File: src/rtl/bc1_pkg.sv
// ----------------------------------------------------------------------------
// bc1_pkg
// shared types and helpers for the bc1 block encoder pipeline
// ----------------------------------------------------------------------------
package bc1_pkg;

    localparam int unsigned NumPix   = 16;
    localparam int unsigned NumPal   = 4;
    localparam int unsigned ChanW    = 8;
    localparam int unsigned DistW    = 18;
    localparam logic [7:0]  Mask5    = 8'hF8;
    localparam logic [7:0]  Mask6    = 8'hFC;
    localparam int unsigned RedShift = 11;
    // reciprocal of three, exact for sums up to 765
    localparam logic [9:0]  Recip3   = 10'd683;
    localparam int unsigned Recip3Sh = 11;

    typedef logic [2:0][ChanW-1:0]       t_rgb;
    typedef logic [NumPix-1:0][23:0]     t_block;
    typedef logic [NumPal-1:0][DistW-1:0] t_dist4;

    function automatic logic [7:0] expand5(input logic [7:0] v);
        return (v & Mask5) | {5'd0, v[7:5]};
    endfunction

    function automatic logic [7:0] expand6(input logic [7:0] v);
        return (v & Mask6) | {6'd0, v[7:6]};
    endfunction

    function automatic logic [15:0] pack565(input t_rgb c);
        logic [15:0] r;
        r = ({11'd0, c[0][7:3]} << RedShift) | {5'd0, c[1][7:2], 5'd0} | {11'd0, c[2][7:3]};
        return r;
    endfunction

    function automatic logic [7:0] div3(input logic [9:0] x);
        logic [19:0] p;
        p = x * Recip3;
        return 8'(p >> Recip3Sh);
    endfunction

endpackage

File: src/rtl/bc1_dist.sv
// ----------------------------------------------------------------------------
// bc1_dist
// squared rgb distance of one pixel to each of the four palette entries
// ----------------------------------------------------------------------------
module bc1_dist (
    input  logic [23:0]     i_pix,
    input  bc1_pkg::t_rgb   i_pal [4],
    output bc1_pkg::t_dist4 o_dist
);
    import bc1_pkg::*;

    logic signed [8:0]  diff;
    logic        [16:0] sq;

    always_comb begin
        for (int j = 0; j < NumPal; j++) begin
            o_dist[j] = '0;
            for (int c = 0; c < 3; c++) begin
                diff = $signed({1'b0, i_pix[8*c +: 8]}) - $signed({1'b0, i_pal[j][c]});
                sq   = 17'(diff * diff);
                o_dist[j] = o_dist[j] + {1'b0, sq};
            end
        end
    end

endmodule
File: config.mk
export PLATFORM = sky130hd
export DESIGN_NAME = bc1_dist
export DESIGN_NICKNAME = d
export VERILOG_FILES = /design/src/rtl/bc1_pkg.sv /design/src/rtl/bc1_dist.sv
export SDC_FILE = /design/constraint.sdc
export NUM_CORES = 2
export LEC_CHECK = 0
export BUFFER_PORTS_ARGS = -buffer_cell sky130_fd_sc_hd__buf_2
export CAP_MARGIN = 20
export CELL_PAD_IN_SITES_DETAIL_PLACEMENT = 0
export CELL_PAD_IN_SITES_GLOBAL_PLACEMENT = 2
export CORE_MARGIN = 5
export CORE_UTILIZATION = 41
export DETAILED_ROUTE_END_ITERATION = 12
export PLACE_DENSITY_LB_ADDON = 0.25
export SLEW_MARGIN = 20
export SYNTH_ARGS = -nofsm -noshare
export SYNTH_HDL_FRONTEND = slang
export SYNTH_SLANG_ARGS = --single-unit
File: constraint.sdc
create_clock -name vclk -period 16.38
set_clock_uncertainty 0.15 [all_clocks]
set_input_delay 3.276 -clock vclk [all_inputs]
set_output_delay 3.276 -clock vclk [all_outputs]
set_load 0.05 [all_outputs]
* After elaboration in Yosys (flattened, before gate mapping)
Index checks and enable logic that the tools add are counted.
** Word-level totals
- Register bits :: 0
- Bits of input ports :: 120
- Output and inout bits :: 72
- Word-level logic and storage cells :: 32
** Cells by class
- Add/sub/neg operators :: 20
- Multipliers :: 12
** Operator list (count)
- 9-bit by 9-bit multiplier with 17-bit output :: 12
- 8-bit by 8-bit subtractor with 9-bit output :: 12
- 17-bit by 17-bit adder with 18-bit output :: 4
- 18-bit by 17-bit adder with 18-bit output :: 4

* Longest topological paths before layout
- Depth in word-level cells :: 4
- Depth in mapped cells :: 38
- Gate-level depth less buffers :: 38

* Least setup slack after synthesis
Ideal clock, no wire load.
- Kind :: input port to output port
- Start point :: input i_pix[0]
- End point :: output o_dist[71] (netlist name)
- Data arrival time :: 12.978 ns
- Data required time :: 12.954 ns
- Setup slack :: -0.024 ns
- Stages :: 34
- Buffers on the path :: 1
- Path through :: inv_1 > ha_1 > fa_1 > nor2b_1 > o21ai_0 > a21boi_0 > o21a_1 > nor2_1 > xor2_1 > clkbuf_1 > or2_2 > fa_1 > inv_1 > fa_1 > inv_1 > fa_1 > inv_1 > fa_1 > ha_1 > ha_1 > nor2b_1 > o21a_1 > o31a_1 > o21a_1 > nor2_1 > xor2_1 > fa_1 > inv_1 > ha_1 > nand3_1 > a311oi_1 > o221ai_1 > mux2i_1 > a2111oi_0
** RTL lines
- start: declaration :: line bc1_dist.sv:6 : input logic [23:0] i_pix,
- end: declaration :: line bc1_dist.sv:8 : output bc1_pkg::t_dist4 o_dist

==> impl_metrics.json <==
{
  "place_congestion": 0.850,
  "syn_to_final_growth_pct": 6.83,
  "dp_hpwl_um": 82700,
  "antenna_found_initial": 12,
  "worstMarginPinSlew_ps": 916,
  "slew_viol_final": 0,
  "die_area_mm2": 0.0969,
  "drcViolationCount": 0,
  "status": "completed",
  "ys.warnings.count": 0,
  "vias": 27507,
  "dieHeight_um": 311,
  "min_period_ps": 15780,
  "nClkBuffers": 0,
  "drive_gt1_frac": 0.0652,
  "syn_nets": 5766,
  "met2_length_um": 42200,
  "cp_slowest_cell": "fa_1",
  "grt_pass1_wl_um": 152000,
  "port_buffers": 192,
  "drt_iter0_markers": 1228,
  "crit_type": "input pin to primary output",
  "hp-class": "input pin to primary output",
  "finalCritPeriodShare": 0.963,
  "netlist_area_mm2": 0.0372,
  "core_mm2": 0.0900,
  "dr.pass1.iters": 5,
  "ioPinCount": 192,
  "post_cts_resize_count": 0,
  "critical-path-max-stage-delay_ps": 550,
  "wire_per_inst_um": 16.0,
  "cts_hold_buf": 0,
  "rsz0062_at_grt": "no",
  "grt_use_total": 0.191,
  "grt_max_degree": 15,
  "end_kind": "primary output",
  "post-cts-setup-buffers": 0,
  "grt_pass1_vias": 29075,
  "final_cell_mix": "inv_1 (1142), fa_1 (720), ha_1 (585)",
  "met3_length_um": 3110,
  "drv_cap": 0,
  "cp_max_fo": 8,
  "final.setup.tns_ps": 0,
  "critPathLaunchType": "input pin",
  "worstPathArrival_ps": 12360,
  "yosysUniqueCellTypes": 67,
  "relSlewSlack": 0.385,
  "critPathRequiredTime_ps": 12950,
  "postRouteAntennaNets": 0,
  "netlist_instances": 4341,
  "rows": 110,
  "hold_viol": 0,
  "seq_cell_count": 0,
  "top_layer": "met5",
  "die-width_um": 311,
  "cp_common_cell": "fa_1",
  "seq_area_um2": 0,
  "nNetsFinal": 5954,
  "avgViaCountPerCell": 4.82,
  "nFillCells": 9216,
  "fmax_mhz": 63.4,
  "wl_um": 91100,
  "met1Wirelength_um": 44400,
  "final_common_cell": "inv_1",
  "yosysSeqAreaShare": 0,
  "whs_ps": 7300,
  "grt-ovfl-total": 0,
  "initial_core_util": 0.413,
  "finalSetupViolCount": 0,
  "avgSynthCellArea_um2": 8.57
}
worst paths after layout:
| kind | from | endpoint | cells after the start |
|---|---|---|---|
| min | i_pal[88] | o_dist[2] | 5 |
| max | i_pix[16] | o_dist[52] | 37 |
layer usage:
metal | vias up | global-route usage
met1 | 13433 | 0.281
met5 | - | 0
met4 | 18 | 0.0208
met2 | 301 | 0.319
met3 | 50 | 0.0195
li1 | 13705 | -
worst max-delay path: cells and delay by family:
family,cells,cell delay [ps]
compound gates,11,2260
fa+ha+maj,10,4170
simple gates,6,1160
xor+xnor,1,150
buf+inv,9,1290
logic make-up after synthesis:
group	after synthesis	synth area share
compound gates	539	0.0993
xor+xnor	327	0.0772
fa+ha+maj	1305	0.584
buf+inv	1200	0.121
mux	19	0.00558
simple gates	951	0.113
cell usage after synthesis (56+ instances only):
| cell type | n | area (um2) |
|---|---|---|
| a21o_1 | 67 | 503 |
| a21oi_1 | 117 | 586 |
| and2_1 | 56 | 350 |
| fa_1 | 720 | 14400 |
| ha_1 | 585 | 7320 |
| inv_1 | 1142 | 4290 |
| nand2_1 | 304 | 1140 |
| nand2b_1 | 56 | 350 |
| nor2_1 | 387 | 1450 |
| o21ai_0 | 100 | 500 |
| xnor2_1 | 234 | 2050 |
| xor2_1 | 92 | 806 |
through the flow:
stage / instances / util / worst slack, ps / cell area, um2
after floorplan: 4341 / - / 636 / 37200
after global placement: 5703 / 0.441 / 713 / 39700
after detailed placement: 5703 / 0.441 / 632 / 39700
after CTS: 5703 / 0.441 / 585 / 39700
after global routing: 5703 / 0.441 / 27.5 / 39700
final: 5708 / 0.442 / 599 / 39700
final cells by class:
class              instances  area, um2  area share
diodes                     5       12.5    0.000315
inverters               1162       4360       0.110
multi-input cells       3141      32700       0.823
well taps               1176       1470      0.0370
repair buffers           224       1200      0.0302
Power is not shown: default switching activity piles up to over one toggle a cycle in this logic, so the estimate is an artifact.
