--- src/rtl/bc1_pkg.sv ---
// ----------------------------------------------------------------------------
// bc1_pkg
// shared types and helpers for the bc1 block encoder pipeline
// ----------------------------------------------------------------------------
package bc1_pkg;

    localparam int unsigned NumPix   = 16;
    localparam int unsigned NumPal   = 4;
    localparam int unsigned ChanW    = 8;
    localparam int unsigned DistW    = 18;
    localparam logic [7:0]  Mask5    = 8'hF8;
    localparam logic [7:0]  Mask6    = 8'hFC;
    localparam int unsigned RedShift = 11;
    // reciprocal of three, exact for sums up to 765
    localparam logic [9:0]  Recip3   = 10'd683;
    localparam int unsigned Recip3Sh = 11;

    typedef logic [2:0][ChanW-1:0]       t_rgb;
    typedef logic [NumPix-1:0][23:0]     t_block;
    typedef logic [NumPal-1:0][DistW-1:0] t_dist4;

    function automatic logic [7:0] expand5(input logic [7:0] v);
        return (v & Mask5) | {5'd0, v[7:5]};
    endfunction

    function automatic logic [7:0] expand6(input logic [7:0] v);
        return (v & Mask6) | {6'd0, v[7:6]};
    endfunction

    function automatic logic [15:0] pack565(input t_rgb c);
        logic [15:0] r;
        r = ({11'd0, c[0][7:3]} << RedShift) | {5'd0, c[1][7:2], 5'd0} | {11'd0, c[2][7:3]};
        return r;
    endfunction

    function automatic logic [7:0] div3(input logic [9:0] x);
        logic [19:0] p;
        p = x * Recip3;
        return 8'(p >> Recip3Sh);
    endfunction

endpackage

--- src/rtl/bc1_minmax.sv ---
// ----------------------------------------------------------------------------
// bc1_minmax
// per-channel minimum and maximum over the sixteen pixels, four-level tree
// ----------------------------------------------------------------------------
module bc1_minmax (
    input  bc1_pkg::t_block i_block,
    output bc1_pkg::t_rgb   o_lo,
    output bc1_pkg::t_rgb   o_hi
);
    import bc1_pkg::*;

    t_rgb lo_l [5][NumPix];
    t_rgb hi_l [5][NumPix];

    always_comb begin
        for (int p = 0; p < NumPix; p++) begin
            lo_l[0][p] = i_block[p];
            hi_l[0][p] = i_block[p];
        end
        for (int l = 1; l < 5; l++) begin
            for (int p = 0; p < NumPix; p++) begin
                lo_l[l][p] = '0;
                hi_l[l][p] = '0;
            end
            for (int p = 0; p < (NumPix >> l); p++) begin
                for (int c = 0; c < 3; c++) begin
                    lo_l[l][p][c] = (lo_l[l-1][2*p][c] < lo_l[l-1][2*p+1][c])
                                    ? lo_l[l-1][2*p][c] : lo_l[l-1][2*p+1][c];
                    hi_l[l][p][c] = (hi_l[l-1][2*p][c] > hi_l[l-1][2*p+1][c])
                                    ? hi_l[l-1][2*p][c] : hi_l[l-1][2*p+1][c];
                end
            end
        end
    end

    assign o_lo = lo_l[4][0];
    assign o_hi = hi_l[4][0];

endmodule

--- config.mk ---
export PLATFORM = sky130hd
export DESIGN_NAME = bc1_minmax
export DESIGN_NICKNAME = d
export VERILOG_FILES = /design/src/rtl/bc1_pkg.sv /design/src/rtl/bc1_minmax.sv
export SDC_FILE = /design/constraint.sdc
export NUM_CORES = 1
export LEC_CHECK = 0
export BUFFER_PORTS_ARGS = -buffer_cell sky130_fd_sc_hd__buf_2
export CORE_MARGIN = 2
export CORE_UTILIZATION = 41
export DETAILED_ROUTE_END_ITERATION = 16
export GPL_ROUTABILITY_DRIVEN = 1
export PLACE_DENSITY_LB_ADDON = 0.2
export SYNTH_ARGS = -nofsm -noshare
export SYNTH_HDL_FRONTEND = slang
export SYNTH_SLANG_ARGS = --single-unit
--- constraint.sdc ---
create_clock -name vclk -period 8.3
set_clock_uncertainty 0.1 [all_clocks]
set_input_delay 0.83 -clock vclk [all_inputs]
set_output_delay 0.83 -clock vclk [all_outputs]
set_load 0.005 [all_outputs]
# ---- Word-level counts from Yosys, hierarchy flattened
# Index checks and enable logic that the tools add are counted.
dict set report classes {
  mux 90
  magnitude_cmp 90
}
# op n
set ops {}
lappend ops {{two-way mux 8 bit} 90}
lappend ops {{greater-than comparator 8 bit} 45}
lappend ops {{less-than comparator 8 bit} 45}
dict set report word_totals {
  out_inout_bits 48
  ff_bits 0
  elab_cells 180
  in_bits 384
}

# ---- Depth between registers and ports, before layout
# Gate-level depths: netlist of run 1.
dict set report logic_depth {
  word_depth 8
  ltp_mapped 41
}

# ---- Least setup slack after synthesis of run 1
# OpenSTA, ideal clock, no wires.
dict set report synth_timing {
  kind {input to output}
  start {input port i_block[125] in the netlist's numbering}
  end {output port o_hi[0] in the netlist's numbering}
  t_required_ns 7.370
  arrival_time_ns 7.948
  path_buffers 1
  path_slack_ns -0.578
  stages 36
  cell_sequence {inv_1 -> ha_1 -> a21o_1 -> a21o_1 -> a21oi_1 -> nor2_1 -> o21ba_2 -> buf_2 -> mux2i_1 -> inv_1 -> ha_1 -> a21o_1 -> a21o_1 -> a221oi_1 -> o31ai_1 -> a21o_1 -> a21oi_1 -> mux2i_1 -> inv_1 -> ha_1 -> a21o_1 -> a21oi_1 -> nor2b_1 -> a2111oi_0 -> a211oi_2 -> mux2_2 -> ha_1 -> nor2b_1 -> o21a_1 -> o21ai_0 -> nand2b_1 -> a21oi_1 -> nor2_1 -> a211oi_1 -> a21oi_1 -> mux2i_1}
}
# item line
set synth_lines {}
lappend synth_lines {{start: declaration} bc1_minmax.sv:6} ;# input bc1_pkg::t_block i_block,
lappend synth_lines {{end: declaration} bc1_minmax.sv:8} ;# output bc1_pkg::t_rgb o_hi

==> results.cfg, run 1 <==
[run_status]
status = finished with violations
violations = negative setup slack

[final_layout]
area_delta_synth_final_pct = 46.6
clock_buffers = 0
nets = 4601
utilization_pct = 60.6
drive_gt1_share_pct = 39.3
nFlopsAndLatches = 0
fin_area_um2 = 30300
nFillCells = 4484
regArea_um2 = 0

[cts]
cts_hold_buf = 0

[run]
drv_cap = 0

[timing]
maxSlewViolCount = 0
max_slew_margin_pct = 35.2
period_needed_ns = 8.47
whs_ns = 2.33
setup_violations = 14
timing.setup.tns_ns = -1.11
final_hold_viol_count = 0
setup_ws_ns = -0.170
rsz0062_at_grt = yes
tightest_slew_ns = 0.958
fin_crit_sh_pct = 102
max_freq_mhz = 118

[min_path]
hp-class = input port to output port
min_from = i_block[224]

[place]
portBuffers = 432
hpwlAfterDp_um = 68000
dp_slack_ns = -0.455
gp_congestion = 0.973
placed_area_um2 = 26600

[detailed_routing]
dr_wl_met2_um = 39100
drt_iter0_markers = 1232
met1_length_um = 34800
wl_met3_um = 3620
dr.pass1.iters = 5
drt-total-wl_um = 79900
num_vias = 24418
ant_nets = 0
dr.max_layer_used = met5
drc_errors = 0
wire_per_inst_um = 18.1
viasPerCell = 5.53

[critical_path]
crit_slowest_cell = or4_4
worst-path-max-fanout = 7
crit_arrival_ns = 7.54
cp-start-kind = input port
critPathMaxStageDelay_ns = 0.55
critPathLaunch = i_block[141]
worstPathRequired_ns = 7.37
endpoint_kind = output port
crit_type = input port to output port

[synthesis]
yosysWarnings = 0
netlist_area_um2 = 20600
yosysSeqAreaShare_pct = 0
yosys.area.top_type = ha_1
syn_inst = 2838
ys_top_cells_by_area = ha_1 29%, mux2i_1 20%, inv_1 7.9%, a21oi_1 7.4%, mux2_2 4.8%
synth_cell_types = 84
avgSynthCellArea_um2 = 7.28
netlist.area_leader.share_pct = 29.3
synth_nets = 3705

[global_route]
gr-total-overflow = 0
grt_start_max_net_pins = 17
grt_pass1_wl_um = 120000
grtUsageTotal_pct = 27.6
antenna_found_initial = 20
grt_pass1_vias = 23877

[floorplan]
dieHeight_um = 228
io_pins = 432
core-area_um2 = 50000
num_rows = 82
initial_utilization_pct = 41.3
die_x_um = 228
dieArea_um2 = 52200

[power_and_ir_drop]
cellPowerDensity_nw_per_um2 = 256
vdd_ir_drop_max_v = 0.000387
p_leak_nw = 16.2
[per-layer routing]
metal	global-route usage, %	vias up
met4	6.60	16
met2	50.1	632
li1	-	12049
met1	35.0	11575
met3	2.25	146
met5	0	-
[report_power, final]
group	internal [W]	switching (W)
Sequential	0	0
Clock	0.000000000194	0
Combinational	0.00393	0.00382
[final timing paths]
| check | end | slack, ns | depth (start not counted) |
|---|---|---|---|
| worst max-delay path | o_hi[22] | -0.17 | 39 |
| worst min-delay path | o_hi[8] | 2.33 | 7 |
[cell usage after synthesis, drive strengths merged, types with 9 or more instances]
| library cell | n |
|---|---|
| o211ai | 20 |
| nor2b | 43 |
| a21boi | 10 |
| nor3 | 12 |
| o21a | 42 |
| inv | 435 |
| maj3 | 9 |
| nand2 | 159 |
| mux2 | 89 |
| nand2b | 29 |
| clkbuf | 37 |
| and4 | 11 |
| nand3 | 22 |
| or2 | 14 |
| nor2 | 208 |
| a21oi | 306 |
| xnor2 | 13 |
| a211oi | 15 |
| a21o | 81 |
| buf | 11 |
| o21ai | 169 |
| mux2i | 405 |
| ha | 483 |
| nand4 | 76 |
| a31oi | 9 |
| and2 | 13 |
[metrics by stage]
step | instances | total power (W)
6_report | 4416 | 0.00775
5_1_grt | 4414 | 0.00840
4_1_cts | 4341 | 0.00666
3_5_place_dp | 4304 | 0.00616
3_3_place_gp | 4304 | 0.00597
2_1_floorplan | 2838 | 0.00371
[layout by cell type, fill, tap and decap left out, types with 70 or more instances in the layout]
cell	count
nand4_1	76
nand2_1	147
o21ai_0	116
buf_4	477
mux2_2	70
nor2_1	192
inv_1	401
mux2i_1	278
mux2i_2	78
buf_2	406
a21o_1	81
a21oi_1	237
ha_1	422
[critical path, delay by kind of cell]
kind	cells	cell delay (ns)
simple gates	7	1.19
buf+inv	8	0.81
fa+ha+maj	4	1.02
compound gates	16	2.63
mux	4	1.02
[final cells by class]
class	instances	area, µm²	area share (%)
antenna	12	30.0	0.0992
inverter	435	1660	5.47
tap	672	841	2.78
timing repair buffer	941	6330	20.9
multi-input combinational	2356	21400	70.8
[cells by family after synthesis]
logic type / synth area share (%)
adder cells (fa/ha/maj): 29.7
multiplexers: 24.5
AO/OA/AOI/OAI: 22.0
buffers and inverters: 8.82
XOR/XNOR: 0.806
AND/OR/NAND/NOR: 14.2
[repair_timing]
item                       in CTS  in global routing
setup buffers                  35                 63
gates cloned                    2                  1
setup endpoints to repair      45                 48
gates resized for setup       145                478
pin swaps                      40                141
Note: power is estimated with default switching activity, not from simulation.
==> run 2: changes to the inputs <==
--- a/config.mk
+++ b/config.mk
@@ -6,6 +6,7 @@
 export NUM_CORES = 1
 export LEC_CHECK = 0
 export BUFFER_PORTS_ARGS = -buffer_cell sky130_fd_sc_hd__buf_2
+export CORE_ASPECT_RATIO = 0.5
 export CORE_MARGIN = 2
 export CORE_UTILIZATION = 41
 export DETAILED_ROUTE_END_ITERATION = 16
==> run 2 against run 1 <==
Net effect:
- the run still ends with negative setup slack left
- die area rose by 0.21%
- maximum frequency fell by 0.44%
- combinational power fell by 0.8%
- hold slack got worse by 0.025 ns
- non-clock buffer count fell by 4
- routed wire length fell by 10%
- setup slack got worse by 0.037 ns
- first-iteration DRC count fell by 14%
- critical endpoint is now o_hi[21]
==> results.cfg, run 2 (same netlist as run 1, synthesis figures left out) <==
[critical_path]
cp-start-kind = input port
crit_slowest_cell = or4_4
worstPathRequired_ns = 7.37
worst-path-max-fanout = 7
endpoint_kind = output port
crit_type = input port to output port
crit_buf_inv = 9
crit_arrival_ns = 7.58
critPathMaxStageDelay_ns = 0.45
path_delay_family = compound AO/OA/AOI/OAI gates

[run_status]
status = finished with violations
violations = negative setup slack

[floorplan]
core-area_um2 = 50000
num_rows = 58
dieArea_um2 = 52300
io_pins = 432
initial_utilization_pct = 41.3
die_x_um = 321
dieHeight_um = 163

[final_layout]
nFlopsAndLatches = 0
regArea_um2 = 0
nFillCells = 4500
drive_gt1_share_pct = 39.0
nets = 4597
area_delta_synth_final_pct = 46.6
clock_buffers = 0
fin_area_um2 = 30300
mostFrequentLayoutCell = buf_4
utilization_pct = 60.5
final_cell_mix = 467 x buf_4, 425 x ha_1, 410 x buf_2, 405 x inv_1, 280 x mux2i_1

[global_route]
grt_pass1_vias = 22630
grtUsageTotal_pct = 24.9
antenna_found_initial = 8
gr-total-overflow = 0
grt_start_max_net_pins = 16
grt_pass1_wl_um = 109000

[power_and_ir_drop]
power_frac_seq_pct = 0
p_leak_nw = 16.2
clkPwrFrac_pct = 0
cellPowerDensity_nw_per_um2 = 254
comb_power_share_pct = 100.0
power_switching_share_pct = 48.9
intPower_w = 0.00393
p_switching_w = 0.00376
vdd_ir_drop_max_v = 0.000224

[detailed_routing]
wire_per_inst_um = 16.4
drt-total-wl_um = 72000
num_vias = 23677
drc_errors = 0
viasPerCell = 5.39
dr.pass1.iters = 5
drt_iter0_markers = 1061
ant_nets = 0

[run]
drv_cap = 0

[timing]
final_hold_viol_count = 0
setup_ws_ns = -0.207
timing.setup.tns_ns = -1.37
maxSlewViolCount = 0
period_needed_ns = 8.51
tightest_slew_ns = 0.895
rsz0062_at_grt = yes
setup_violations = 9
whs_ns = 2.31
max_freq_mhz = 118
max_slew_margin_pct = 39.5
fin_crit_sh_pct = 102

[cts]
cts_hold_buf = 0

[place]
portBuffers = 432
hpwlAfterDp_um = 60300
gp_congestion = 0.936
placed_area_um2 = 26500

[min_path]
hp-class = input port to output port
run 2: cell count changes in the layout (fill, tap and decap cells not counted), moves of 5 or more:
| cell | change |
|---|---|
| o21ai_0 | +9 |
| buf_4 | -10 |
| a21oi_1 | -9 |
| buf_8 | -5 |
| mux2i_4 | +6 |
| o21ai_1 | -8 |
| mux2i_2 | -8 |
| a21oi_2 | +9 |
| diode_2 | -5 |
| buf_6 | +7 |
run 2: layout make-up:
type,count,area [µm²],share of cell area [%]
Multi-Input combinational cell,2356,21500,71.0
Antenna cell,7,17.5,0.0579
Tap cell,660,826,2.73
Timing Repair Buffer,937,6270,20.7
Inverter,435,1650,5.45
run 2: worst min-delay path, cell delays in order:
cell      delay, ns
buf_2          0.11
a21oi_1        0.17
a21oi_1        0.16
nand2_1        0.07
o221ai_1       0.09
buf_2          0.14
run 2: per-stage QoR:
step	worst slack, ns	power, W	cells
6_report	-0.207	0.00769	4395
5_1_grt	-0.455	0.00838	4395
4_1_cts	-0.0443	0.00673	4322
3_5_place_dp	-0.555	0.00612	4283
3_3_place_gp	-0.505	0.00602	4283
2_1_floorplan	0.0142	0.00371	2838
run 2: path summary, 6_finish.rpt:
check         start       end  slack [ns]  cells after the start
max    i_block[143]  o_hi[21]       -0.21                     39
min    i_block[320]   o_hi[8]        2.31                      6
run 2: what timing repair did:
| item | in CTS | in global routing |
|---|---|---|
| setup endpoints to repair | 47 | 48 |
| pin swaps | 52 | 121 |
| resized for setup | 176 | 432 |
| hold endpoints to repair | 0 | 0 |
| setup buffers | 37 | 66 |
| gates cloned | 2 | 2 |
run 2: routing by layer:
metal | vias up | global-route usage, % | routed length (µm)
met4 | 0 | 7.54 | 2860
met2 | 468 | 50.9 | 38500
met5 | - | 0 | 0
li1 | 12059 | - | -
met1 | 10981 | 27.7 | 29200
met3 | 169 | 0.547 | 1390
run 2: power by group through the flow:
| stage | logic (W) | clock network (W) | registers (W) |
|---|---|---|---|
| finish | 0.00769 | 0.000000000113 | 0 |
| global placement | 0.00602 | 0 | 0 |
| detailed placement | 0.00612 | 0 | 0 |
| CTS | 0.00673 | 0 | 0 |
| global route | 0.00838 | 0.000000000113 | 0 |
| floorplan | 0.00371 | 0 | 0 |
==> run 3: changes to the inputs <==
--- a/config.mk
+++ b/config.mk
@@ -11,7 +11,7 @@
 export CORE_UTILIZATION = 41
 export DETAILED_ROUTE_END_ITERATION = 16
 export GPL_ROUTABILITY_DRIVEN = 1
-export PLACE_DENSITY_LB_ADDON = 0.2
+export PLACE_DENSITY_LB_ADDON = 0.05
 export SYNTH_ARGS = -nofsm -noshare
 export SYNTH_HDL_FRONTEND = slang
 export SYNTH_SLANG_ARGS = --single-unit
==> run 3 against run 2 <==
Net effect:
- the flow still finishes with violations (negative setup slack)
- global-route usage increased by 0.22 points
- routed wire length about the same
- total power increased by 0.37%
- via count decreased by 0.29%
- final cell count increased by 1.3%
- die area unchanged
- sequential share of layout area unchanged
- sequential cell count unchanged
- non-clock buffer count increased by 56
- setup slack improved by 0.15 ns
- core utilization increased by 1.3 points
- largest cell class unchanged
- highest routed layer unchanged
==> results.cfg, run 3 (same netlist as run 1, synthesis figures left out) <==
[critical_path]
endpoint_kind = output port
crit_buf_inv = 8
crit_slowest_cell = or4_4
worstPathRequired_ns = 7.37
path_delay_family = compound AO/OA/AOI/OAI gates
critPathMaxStageDelay_ns = 0.55
worst-path-max-fanout = 5
cp-start-kind = input port
crit_type = input port to output port
crit_arrival_ns = 7.42
crit_top_cell = mux2i_2

[detailed_routing]
dr.pass1.iters = 7
drt_iter0_markers = 814
drt-total-wl_um = 72000
drc_errors = 0
wire_per_inst_um = 16.2
ant_nets = 0
num_vias = 23609
viasPerCell = 5.30

[power_and_ir_drop]
comb_power_share_pct = 100.0
vdd_ir_drop_max_v = 0.000306
cellPowerDensity_nw_per_um2 = 250
p_leak_nw = 16.4
power_switching_share_pct = 48.5
clkPwrFrac_pct = 0
p_switching_w = 0.00375
intPower_w = 0.00398
power_frac_seq_pct = 0

[final_layout]
nFlopsAndLatches = 0
drive_gt1_share_pct = 41.1
nets = 4655
multi_input_area_um2 = 21700
final_cell_mix = 544 x buf_4, 415 x ha_1, 401 x buf_2, 396 x inv_1, 268 x mux2i_1
clock_buffers = 0
nFillCells = 4591
layoutNonFillerInstCount = 4453
mostFrequentLayoutCell = buf_4
area_delta_synth_final_pct = 49.8
regArea_um2 = 0

[timing]
tightest_slew_ns = 0.922
timing.setup.tns_ns = -0.272
max_slew_margin_pct = 37.7
setup_ws_ns = -0.0546
fin_crit_sh_pct = 101
final_hold_viol_count = 0
setup_violations = 8
maxSlewViolCount = 0
max_freq_mhz = 120
period_needed_ns = 8.35
rsz0062_at_grt = yes

[global_route]
antenna_found_initial = 7
grt_start_max_net_pins = 16
grt_pass1_vias = 22706
grt_pass1_wl_um = 109000
grtUsageTotal_pct = 25.1
gr-total-overflow = 0

[place]
gp_congestion = 0.925
hpwlAfterDp_um = 61500
dp_cells = 4355
portBuffers = 432

[floorplan]
die_x_um = 321
initial_utilization_pct = 41.3
dieHeight_um = 163
num_rows = 58
dieArea_um2 = 52300
io_pins = 432
core-area_um2 = 50000

[run_status]
status = finished with violations
violations = negative setup slack

[run]
drv_cap = 0

[min_path]
hp-class = input port to output port
[run 3: timing repair]
| item | in CTS | in global routing |
|---|---|---|
| cloned | 2 | 2 |
| setup endpoints to repair | 46 | 48 |
| gates resized for setup | 155 | 508 |
| buffers inserted | 28 | 61 |
| hold buffers | 0 | 0 |
| pin swaps | 48 | 149 |
[run 3: area by class of cell]
class	count	area share (%)
multi-input combinational	2358	70.3
timing repair buffer	993	21.7
inverter	435	5.34
tap	660	2.67
antenna	7	0.0566
[run 3: stage by stage]
stage               hold WS (ns)  power [W]  cell area (µm²)  util (%)  setup slack [ns]
floorplan                   1.90    0.00371            20700         -            0.0142
global placement            2.26    0.00619            27100      54.2            -0.523
detailed placement          2.27    0.00625            27100      54.2            -0.502
CTS                         2.27    0.00681            28000      56.1          -0.00919
global route                2.33    0.00844            30900      61.9            -0.377
finish                      2.28    0.00772            30900      61.9           -0.0546
[run 3: routing by layer]
metal / share of wire (%) / wire length [µm] / global-route usage (%) / up-vias
met2: 54 / 38800 / 51.9 / 305
met5: 0 / 0 / 0 / -
met4: 2.0 / 1430 / 4.46 / 0
met3: 1.7 / 1240 / 0.522 / 71
li1: - / - / - / 12184
met1: 42 / 30500 / 28.7 / 11049
[run 3: final timing paths]
path          from        to  slack, ns  depth (start not counted)
max   i_block[138]  o_hi[20]      -0.05                         38
min     i_block[0]   o_lo[0]       2.28                          6
[run 3: power groups by stage]
stage	Combinational (W)	Clock [W]	Sequential, W
3_3_place_gp	0.00619	0	0
4_1_cts	0.00681	0	0
2_1_floorplan	0.00371	0	0
6_report	0.00772	0.000000000113	0
3_5_place_dp	0.00625	0	0
5_1_grt	0.00844	0.000000000113	0
