==> src/rtl/bc1_pkg.sv <==
// ----------------------------------------------------------------------------
// bc1_pkg
// shared types and helpers for the bc1 block encoder pipeline
// ----------------------------------------------------------------------------
package bc1_pkg;

    localparam int unsigned NumPix   = 16;
    localparam int unsigned NumPal   = 4;
    localparam int unsigned ChanW    = 8;
    localparam int unsigned DistW    = 18;
    localparam logic [7:0]  Mask5    = 8'hF8;
    localparam logic [7:0]  Mask6    = 8'hFC;
    localparam int unsigned RedShift = 11;
    // reciprocal of three, exact for sums up to 765
    localparam logic [9:0]  Recip3   = 10'd683;
    localparam int unsigned Recip3Sh = 11;

    typedef logic [2:0][ChanW-1:0]       t_rgb;
    typedef logic [NumPix-1:0][23:0]     t_block;
    typedef logic [NumPal-1:0][DistW-1:0] t_dist4;

    function automatic logic [7:0] expand5(input logic [7:0] v);
        return (v & Mask5) | {5'd0, v[7:5]};
    endfunction

    function automatic logic [7:0] expand6(input logic [7:0] v);
        return (v & Mask6) | {6'd0, v[7:6]};
    endfunction

    function automatic logic [15:0] pack565(input t_rgb c);
        logic [15:0] r;
        r = ({11'd0, c[0][7:3]} << RedShift) | {5'd0, c[1][7:2], 5'd0} | {11'd0, c[2][7:3]};
        return r;
    endfunction

    function automatic logic [7:0] div3(input logic [9:0] x);
        logic [19:0] p;
        p = x * Recip3;
        return 8'(p >> Recip3Sh);
    endfunction

endpackage

==> src/rtl/bc1_endpoint.sv <==
// ----------------------------------------------------------------------------
// bc1_endpoint
// inset of the extremes, 565 packing and expansion back to eight bits
// ----------------------------------------------------------------------------
module bc1_endpoint (
    input  bc1_pkg::t_rgb   i_lo,
    input  bc1_pkg::t_rgb   i_hi,
    output logic [15:0]     o_ep_high,
    output logic [15:0]     o_ep_low,
    output bc1_pkg::t_rgb   o_pal0,
    output bc1_pkg::t_rgb   o_pal1
);
    import bc1_pkg::*;

    t_rgb       lo_in;
    t_rgb       hi_in;
    logic [7:0] ins;
    logic [8:0] sum;

    always_comb begin
        for (int c = 0; c < 3; c++) begin
            ins = (i_hi[c] - i_lo[c]) >> 4;
            sum = {1'b0, i_lo[c]} + {1'b0, ins};
            lo_in[c] = sum[8] ? 8'hFF : sum[7:0];
            hi_in[c] = (i_hi[c] < ins) ? 8'd0 : i_hi[c] - ins;
        end
        o_pal0 = {expand5(hi_in[2]), expand6(hi_in[1]), expand5(hi_in[0])};
        o_pal1 = {expand5(lo_in[2]), expand6(lo_in[1]), expand5(lo_in[0])};
    end

    assign o_ep_high = pack565(hi_in);
    assign o_ep_low  = pack565(lo_in);

endmodule

==> config.mk <==
export PLATFORM = sky130hd
export DESIGN_NAME = bc1_endpoint
export DESIGN_NICKNAME = d
export VERILOG_FILES = /design/src/rtl/bc1_pkg.sv /design/src/rtl/bc1_endpoint.sv
export SDC_FILE = /design/constraint.sdc
export NUM_CORES = 1
export LEC_CHECK = 0
export ABC_AREA = 0
export BUFFER_PORTS_ARGS = -buffer_cell sky130_fd_sc_hd__buf_2
export CAP_MARGIN = 20
export CORE_MARGIN = 1.5
export CORE_UTILIZATION = 47
export DETAILED_ROUTE_END_ITERATION = 12
export MAX_ROUTING_LAYER = met4
export PLACE_DENSITY = 0.94
export SYNTH_ARGS = -nofsm -noshare
export SYNTH_HDL_FRONTEND = slang
export SYNTH_SLANG_ARGS = --single-unit
==> constraint.sdc <==
create_clock -name vclk -period 6.6
set_input_delay 1.32 -clock vclk [all_inputs]
set_output_delay 1.32 -clock vclk [all_outputs]
set_load 0.005 [all_outputs]
# [Yosys cells after proc, flatten, opt, wreduce, memory -nomap -nowiden]
# Index checks and enable logic that the tools add are counted.
[totals] register_bits=0 input_bits=48 output_inout_bits=80
[classes] add_sub_neg=9 order_cmp=3 muxes=6 bitwise=10
[ops] op="2-to-1 mux 8 bit" n=6
[ops] op="bitwise OR 16 x 11 -> 16 bit" n=2
[ops] op="bitwise OR 16 x 5 -> 16 bit" n=2
[ops] op="bitwise OR 8 x 3 -> 8 bit" n=4
[ops] op="adder 8 x 4 -> 9 bit" n=3
[ops] op="less-than comparator 8 x 4 -> 1 bit" n=3
[ops] op="subtractor 8 x 4 -> 8 bit" n=3
[ops] op="subtractor 8 bit" n=3
[ops] op="bitwise OR 8 x 2 -> 8 bit" n=2

# [Logic depth before layout (Yosys ltp)]
# Gate-level depths: netlist of the first run.
[logic_depth] ltp_word=5 ltp_mapped=17 mapped_depth_nobuf=16

# [Worst setup path after synthesis of the first run]
# Ideal clock, no wire load.
[synth_path] path_type="input to output" startpoint="input port i_lo[9] (netlist bit)" endpoint="output port o_pal1[14] (netlist bit)" arrival_ns=4.342 required_time_ns=5.280 path_slack_ns=0.938 path_stages=16 n_path_buf=1 path_cell_list="inv_1 ha_1 o211ai_1 nor2_1 or2_2 a21oi_1 o21bai_1 xor2_1 ha_1 and4b_1 a22oi_1 nand2_1 a221o_1 nand3_1 mux2i_1 buf_4"
[synth_lines] item="from (decl)" line="bc1_endpoint.sv:6" source="input bc1_pkg::t_rgb i_lo,"
[synth_lines] item="to (decl)" line="bc1_endpoint.sv:11" source="output bc1_pkg::t_rgb o_pal1"

# [Worst setup path after layout of the first run]
[layout_path] startpoint="input port i_lo[9] (netlist bit)" endpoint="output port o_ep_high[8]"
[layout_between] elab_chain_len=5
[layout_rtl] item="subtractor 8 bit (*)" line="bc1_endpoint.sv:22" source="ins = (i_hi[c] - i_lo[c]) >> 4;"
[layout_rtl] item="subtractor 8 x 4 -> 8 bit / less-than comparator 8 x 4 -> 1 bit (equally long branches)" line="bc1_endpoint.sv:25" source="hi_in[c] = (i_hi[c] < ins) ? 8'd0 : i_hi[c] - ins;"
[layout_rtl] item="2-to-1 mux 8 bit (*)" line="bc1_endpoint.sv:25"
[layout_rtl] item="bitwise OR 16 x 11 -> 16 bit (*)" line="bc1_pkg.sv:32" source="r = ({11'd0, c[0][7:3]} << RedShift) | {5'd0, c[1][7:2], 5'd0} | {11'd0, c[2][7:3]};"
[layout_rtl] item="bitwise OR 16 x 5 -> 16 bit (*)" line="bc1_pkg.sv:32"
[layout_rtl] item="to (decl)" line="bc1_endpoint.sv:8" source="output logic [15:0] o_ep_high,"
# Every way passes the cells marked *; elsewhere a longest branch is shown, timed or not.

==> metrics, run 1 <==
status=completed; vias in the first global route=2241; CP delay by family, top=simple AND/OR/NAND/NOR gates; simple-gate share of the synthesized area=20.7%; commonest non-fill, non-tap cell in the layout=buf_2; Max-Cap Viols=0; Met1 Wirelength=between 2000 and 2500 um; DRC Markers=0; Final ANT Viol Nets=0; PD cells=158 nW/um^2; max_slew headroom=a little over three fifths; Req. time, crit path=between 5 and 6 ns; Area Overhead vs Synth=15.3%; Inserted Diodes=0; Peak VDD IR=0.0857 mV; area occupied by multi-input gates=1750 sq um; Avg Cell Area, Syn=7.10 sq um; gr ovfl total=0; final hold violations=0; slew at the pin closest to its max-slew limit=about 0.55 ns; Cells after Synth=314; die height=71.9 um; initial drt markers=65; clkbuf count=0; crit-path cells=buf_2, inv_1, ha_1, o211ai_1, nor2_1, or2_2, a21oi_1, xnor2_1, inv_1, ha_1, nor4b_1, mux2i_1, a31oi_1, nor2_1, nor3_1, mux2_2, buf_2; # setup viols final=0; post-DP HPWL=4900 um; Placer Congestion=slightly below 0.9; Net Count, Synth=roughly 400; vias=about 2400; layout cell share with drive strength beyond 1=36.6%; top cells by area, synth=ha_1, buf_4, xnor2_1, inv_1, nor2_1; filler cell count=411; Min-Delay Path Depth=3; multiplexer area fraction after synthesis=5.16%; element type at the critical path end=primary output; main combinational cell family by area after synthesis=compound AO/OA/AOI/OAI gates; Synth Area in XOR/XNOR=8.64%; Leakage=1.40 nW; FMAX=164 MHz; Initial Util=50.2%; area leader, netlist=ha_1; Via-to-Cell Ratio=5.44; Seq cells=0; wire length on met3=314 um; Synth cell types=between 50 and 60; NumNets Final=482; Tmin final=6.08 ns; Seq/Total Area, Yosys=0%; HP Class=in2out; Max Slew Vio Count=0; CP max stage cell=mux2_2; die width=71.9 um; post_cts resized=0; CP Launch Type=input pin; post-synth top area share=21.9%; DR pass1 iterations=4; Routed wire per std cell=12.1 um; first-pass GRT wire length=8910 um; initial antenna violation count=0; complex-gate fraction of the synthesized area=around 22%; DR WL met2=2790 um; instance count on the critical path=17; RSZ-0062 raised after global routing=false; core box area=4440 sq um; largest stage delay on the critical path=0.39 ns; number of port buffers=128; Total Wirelength=between 5000 and 6000 um; Post-Place Worst Slack=0.529 ns; adder-cell share of the synthesized area=21.9%; FF/Latch Area=0 sq um; crit path kind=in2out; Rows=24; largest net degree at the start of global routing=9; setup TNS=0 ns; most frequent cells in the layout=buf_2, ha_1, inv_1; post-CTS setup buffers=0; Final WS setup=0.518 ns; Top Metal Used=met4; die area=5170 sq um; Syn Std Cell Area=2230 sq um; buffer and inverter count on the worst path=4; crit path DAT=4.76 ns; hold buffer count at cts=0; warnings from Yosys=0; CP Max Fanout=4; IO Pins=around 130; final period utilization=92.2%; All-Layer GR Usage=20.6%
-- metrics by stage --
stage | instance area (sq um) | utilization [%] | hold slack (ns) | instances | power [mW]
after global placement | 2570 | 57.9 | 3.00 | 445 | 0.394
after CTS | 2570 | 57.9 | 3.01 | 445 | 0.411
final | 2570 | 57.9 | 3.01 | 445 | 0.407
after floorplan | 2230 | - | 2.75 | 314 | 0.325
after global routing | 2570 | 57.9 | 3.03 | 445 | 0.460
after detailed placement | 2570 | 57.9 | 3.01 | 445 | 0.409
-- kinds of logic after synthesis --
group,after synthesis
buffers and inverters,80
AND/OR/NAND/NOR,90
XOR/XNOR,22
AO/OA/AOI/OAI,72
adder cells (fa/ha/maj),39
multiplexers,11
-- report_power, final --
| part | switching, mW | total (mW) | internal (mW) |
|---|---|---|---|
| logic | 0.214 | 0.407 | 0.192 |
| clock network | 0 | 0 | 0 |
| registers | 0 | 0 | 0 |
-- routing by layer --
layer,vias to the layer above,global-route usage (%)
met5,-,-
met4,0,4.40
met3,12,1.27
met2,99,39.6
met1,1089,23.2
li1,1222,-
-- final cells by class --
type	instances	area share [%]
well taps	52	2.53
multi-input cells	234	68.0
inverters	31	4.53
repair buffers	128	24.9
-- synth_stat cells, drive strengths merged (4+ instances only) --
cell type  instances
xor2               7
nor3              14
a21oi             16
buf               48
ha                39
mux2i              7
inv               31
o21a               7
nand3             10
xnor2             15
o21ai             20
a31oi              7
mux2               4
nor2b              5
nand2             11
nor2              30
-- final timing paths --
| kind | startpoint | end |
|---|---|---|
| setup / recovery | i_lo[9] | o_ep_high[8] |
| hold / removal | i_hi[7] | o_pal0[7] |
No activity file was read; power rests on OpenSTA's default activity.
==> inputs of run 2 (changes only) <==
==> constraint.sdc (replaced) <==
create_clock -name vclk -period 6.4
set_input_delay 0.32 -clock vclk [all_inputs]
set_output_delay 0.32 -clock vclk [all_outputs]
set_load 0.005 [all_outputs]
==> metrics, run 2 (same netlist as run 1, synthesis figures left out) <==
Final ANT Viol Nets=0 (unchanged); CP max stage cell=mux2_2 (unchanged); DRC Markers=0 (unchanged); die width=71.9 um (unchanged); RSZ-0062 raised after global routing=false (unchanged); Post-Place Worst Slack=2.33 ns (was 0.529 ns); Worst Hold End=o_ep_high[15] (was o_pal0[7]); crit-path cells=buf_2, inv_1, ha_1, o211ai_1, nor2_1, or2_2, a21oi_1, xnor2_1, inv_1, ha_1, nor4b_1, mux2i_1, a31oi_1, nor2_1, nor3_1, mux2_2, buf_2 (unchanged); Reg power frac=0% (about the same); gr ovfl total=0 (unchanged); initial drt markers=107 (was 65); initial antenna violation count=0 (unchanged); FMAX=roughly 240 MHz; total power draw=422 uW (was 407 uW); die height=71.9 um (unchanged); vias in the first global route=2240 (was 2241); Initial Util=50.2% (unchanged); status=completed (unchanged); first-pass GRT wire length=8890 um (was 8910 um); clkbuf count=0 (unchanged); layout cell share with drive strength beyond 1=36.6% (unchanged); Peak VDD IR=0.0938 mV (was 0.0857 mV); hold path start=i_hi[7] (unchanged); Rows=24 (unchanged); commonest non-fill, non-tap cell in the layout=buf_2 (unchanged); largest stage delay on the critical path=0.39 ns (about the same); DR pass1 iterations=4 (unchanged); Seq cells=0 (unchanged); Final WS setup=2.30 ns (was 0.518 ns); core box area=4440 sq um (unchanged); P_int=198 uW (was 192 uW); element type at the critical path end=primary output (unchanged); Leakage=1.40 nW (unchanged); Tmin final=4.10 ns; largest net degree at the start of global routing=9 (unchanged); post-CTS setup buffers=0 (unchanged); FF/Latch Area=0 sq um (unchanged); All-Layer GR Usage=20.6% (about the same); number of port buffers=128 (unchanged); final hold violations=0 (unchanged); crit path DAT=3.78 ns (was 4.76 ns); die area=5170 sq um (unchanged); Sw Ratio=52.9% (was 52.7%); CP delay by family, top=simple AND/OR/NAND/NOR gates (unchanged); vias=2425 (was 2422); Req. time, crit path=6.08 ns (was 5.28 ns); Max Slew Vio Count=0 (unchanged); max_slew headroom=62.9% (was 63.0%); CP Launch Type=input pin (unchanged); PD cells=164 nW/um^2 (was 158 nW/um^2); Clk pwr share=0% (about the same); post-placement cell count=445 (unchanged); Inserted Diodes=0 (unchanged); IO Pins=128 (unchanged); final hold slack=1.02 ns (was 3.01 ns); # setup viols final=0 (unchanged); hold buffer count at cts=0 (unchanged); filler cell count=413 (was 411); Area Overhead vs Synth=15.3% (unchanged); Comb pwr share=100.0% (about the same); NetSw=223 uW (was 214 uW); setup TNS=0 ns (unchanged); CP Max Fanout=4 (unchanged); Final Non-Filler Cells=445 (unchanged); most frequent cells in the layout=buf_2, ha_1, inv_1 (unchanged); Max-Cap Viols=0 (unchanged); Routed wire per std cell=12.4 um (was 12.1 um); HP Class=in2out (unchanged); slew at the pin closest to its max-slew limit=0.552 ns (was 0.550 ns); area occupied by multi-input gates=1750 sq um (unchanged); post_cts resized=0 (unchanged); buffer and inverter count on the worst path=4 (unchanged); crit path kind=in2out (unchanged); NumNets Final=482 (unchanged); post-DP HPWL=4970 um (was 4900 um); Via-to-Cell Ratio=5.45 (was 5.44); Total Wirelength=5510 um (was 5380 um); Placer Congestion=0.885 (about the same); Min-Delay Path Depth=3 (unchanged); final period utilization=between 60% and 70%
[run 2: cell counts in the layout (fill, tap and decap cells not counted)]
Identical to the previous run, type by type.
[run 2: stage by stage]
stage | utilization [%] | instance area [sq um]
finish | 57.9 | 2570
global route | 57.9 | 2570
CTS | 57.9 | 2570
detailed placement | 57.9 | 2570
global placement | 57.9 | 2570
floorplan | - | 2230
[run 2: worst max-delay path by stage]
| stage | from | end | slack [ns] | cells after the start |
|---|---|---|---|---|
| 2_1_floorplan | i_lo[9] | o_pal1[14] | 2.74 | 16 |
| 3_3_place_gp | i_lo[9] | o_ep_high[8] | 2.53 | 17 |
| 3_5_place_dp | i_lo[9] | o_ep_high[8] | 2.33 | 17 |
| 4_1_cts | i_lo[9] | o_ep_high[8] | 2.33 | 17 |
| 5_1_grt | i_lo[9] | o_ep_high[8] | 1.99 | 17 |
| 6_report | i_lo[9] | o_ep_high[8] | 2.30 | 17 |
[run 2: power groups by stage]
stage / combinational (mW) / clock [mW] / sequential, mW
global placement: 0.406 / 0 / 0
CTS: 0.424 / 0 / 0
global route: 0.473 / 0 / 0
finish: 0.422 / 0 / 0
detailed placement: 0.422 / 0 / 0
floorplan: 0.335 / 0 / 0
[run 2: area by class of cell]
type,instances,area share (%)
multi-input combinational,234,68.0
inverter,31,4.53
timing repair buffer,128,24.9
tap,52,2.53
[run 2: routing by layer]
layer	track usage, %	part of all wire, %
met5	-	0
met3	1.13	4.6
met4	3.35	1.2
met2	40.7	52
met1	22.6	43
==> inputs of run 3 (changes only) <==
clock period = 4 ns   (was 6.4 ns; I/O delays follow)
==> metrics, run 3 (same netlist as run 1, synthesis figures left out) <==
status=completed (unchanged); hold buffer count at cts=0 (unchanged); Peak VDD IR=0.146 mV (was 0.0938 mV); final instance area=2590 sq um (was 2570 sq um); die width=71.9 um (unchanged); Initial Util=50.2% (unchanged); NetSw=359 uW (was 223 uW); layout cell share with drive strength beyond 1=37.7% (was 36.6%); gr ovfl total=0 (unchanged); Req. time, crit path=3.80 ns (was 6.08 ns); NumNets Final=482 (unchanged); crit path kind=in2out (unchanged); initial drt markers=103 (was 107); Max Slew Vio Count=0 (unchanged); # setup viols final=0 (unchanged); die area=5170 sq um (unchanged); Inserted Diodes=0 (unchanged); All-Layer GR Usage=20.6% (about the same); post-DP HPWL=4900 um (was 4970 um); max_slew headroom=69.1% (was 62.9%); vias in the first global route=2233 (was 2240); Final Non-Filler Cells=445 (unchanged); filler cell count=400 (was 413); vias=2394 (was 2425); CP Max Fanout=4 (unchanged); HP Class=in2out (unchanged); IO Pins=128 (unchanged); Worst Hold End=o_pal0[2] (was o_ep_high[15]); post_cts resized=0 (unchanged); Final Core Density=58.3% (was 57.9%); Tmin final=between 3 and 4 ns; initial antenna violation count=0 (unchanged); element type at the critical path end=primary output (unchanged); Seq cells=0 (unchanged); first-pass GRT wire length=8910 um (was 8890 um); Max-Cap Viols=0 (unchanged); slew at the pin closest to its max-slew limit=0.464 ns (was 0.552 ns); Min-Delay Path Depth=3 (unchanged); most frequent cells in the layout=buf_2, ha_1, inv_1 (unchanged); total power draw=679 uW (was 422 uW); FMAX=268 MHz; commonest non-fill, non-tap cell in the layout=buf_2 (unchanged); largest net degree at the start of global routing=9 (unchanged); DRC Markers=0 (unchanged); final period utilization=just over 90%; RSZ-0062 raised after global routing=false (unchanged); Total Wirelength=5410 um (was 5510 um); CP Launch Type=input pin (unchanged); Routed wire per std cell=12.2 um (was 12.4 um); Placer Congestion=0.885 (about the same); clkbuf count=0 (unchanged); PD cells=262 nW/um^2 (was 164 nW/um^2); final hold violations=0 (unchanged); hold path start=i_hi[7] (unchanged); Rows=24 (unchanged); Leakage=1.40 nW (about the same); Sw Ratio=52.9% (about the same); die height=71.9 um (unchanged); post-placement cell count=445 (unchanged); Final ANT Viol Nets=0 (unchanged); Area Overhead vs Synth=16.3% (was 15.3%); placed cell area=2570 sq um (unchanged); setup TNS=0 ns (unchanged); crit path DAT=3.53 ns (was 3.78 ns); Clk pwr share=0% (about the same); Comb pwr share=100.0% (about the same); FF/Latch Area=0 sq um (unchanged); P_int=320 uW (was 198 uW); Via-to-Cell Ratio=5.38 (was 5.45); number of port buffers=128 (unchanged); Reg power frac=0% (about the same); DR pass1 iterations=4 (unchanged); post-CTS setup buffers=0 (unchanged); CP startpoint=i_lo[9] (unchanged); core box area=4440 sq um (unchanged)
## run 3: changes by cell type in the layout (fill, tap and decap cells not counted)
cell	previous run	this run
a21oi_1	15	14
a31oi_2	0	1
nor3_1	13	12
a21oi_2	1	2
nor4_1	1	0
a31oi_1	6	5
nor4_2	0	1
nor3_2	1	2
## run 3: worst max-delay path by stage
stage	to	slack (ns)	depth (start not counted)
5_1_grt	o_pal1[10]	0.04	18
6_report	o_pal1[8]	0.27	17
2_1_floorplan	o_pal1[14]	0.58	16
4_1_cts	o_ep_high[8]	0.17	17
3_3_place_gp	o_ep_high[8]	0.37	17
3_5_place_dp	o_ep_high[8]	0.18	17
## run 3: layout make-up
| class | count | area (sq um) | area share (%) |
|---|---|---|---|
| inverter | 31 | 116 | 4.49 |
| multi-input combinational | 234 | 1770 | 68.3 |
| timing repair buffer | 128 | 641 | 24.7 |
| tap | 52 | 65.1 | 2.51 |
## run 3: stage by stage
step                setup WS, ns  hold slack (ns)
floorplan                  0.578            0.508
global placement           0.375            0.763
detailed placement         0.176            0.774
CTS                        0.173            0.774
global route              0.0431            0.791
finish                     0.269            0.773
## run 3: critical path: stages
cell,delay (ns)
buf_2,0.09
inv_1,0.05
ha_1,0.28
o211ai_1,0.17
nor2_1,0.12
or2_2,0.34
a21oi_2,0.19
o21bai_1,0.12
xor2_1,0.17
ha_1,0.34
and4b_1,0.24
a22oi_1,0.21
nand2_1,0.10
a221o_1,0.37
nand3_1,0.12
mux2i_1,0.26
buf_2,0.16
## run 3: metal layers
metal | global-route usage, % | vias to the layer above | share of wire, %
met5 | - | - | 0
met3 | 0.985 | 10 | 4.6
li1 | - | 1223 | -
met1 | 23.6 | 1072 | 42
met4 | 4.19 | 0 | 1.3
met2 | 39.5 | 89 | 52
## run 3: power by group through the flow
stage | combinational [mW] | clock [mW] | sequential (mW)
after global placement | 0.650 | 0 | 0
after global routing | 0.765 | 0 | 0
after floorplan | 0.537 | 0 | 0
final | 0.679 | 0 | 0
after CTS | 0.678 | 0 | 0
after detailed placement | 0.674 | 0 | 0
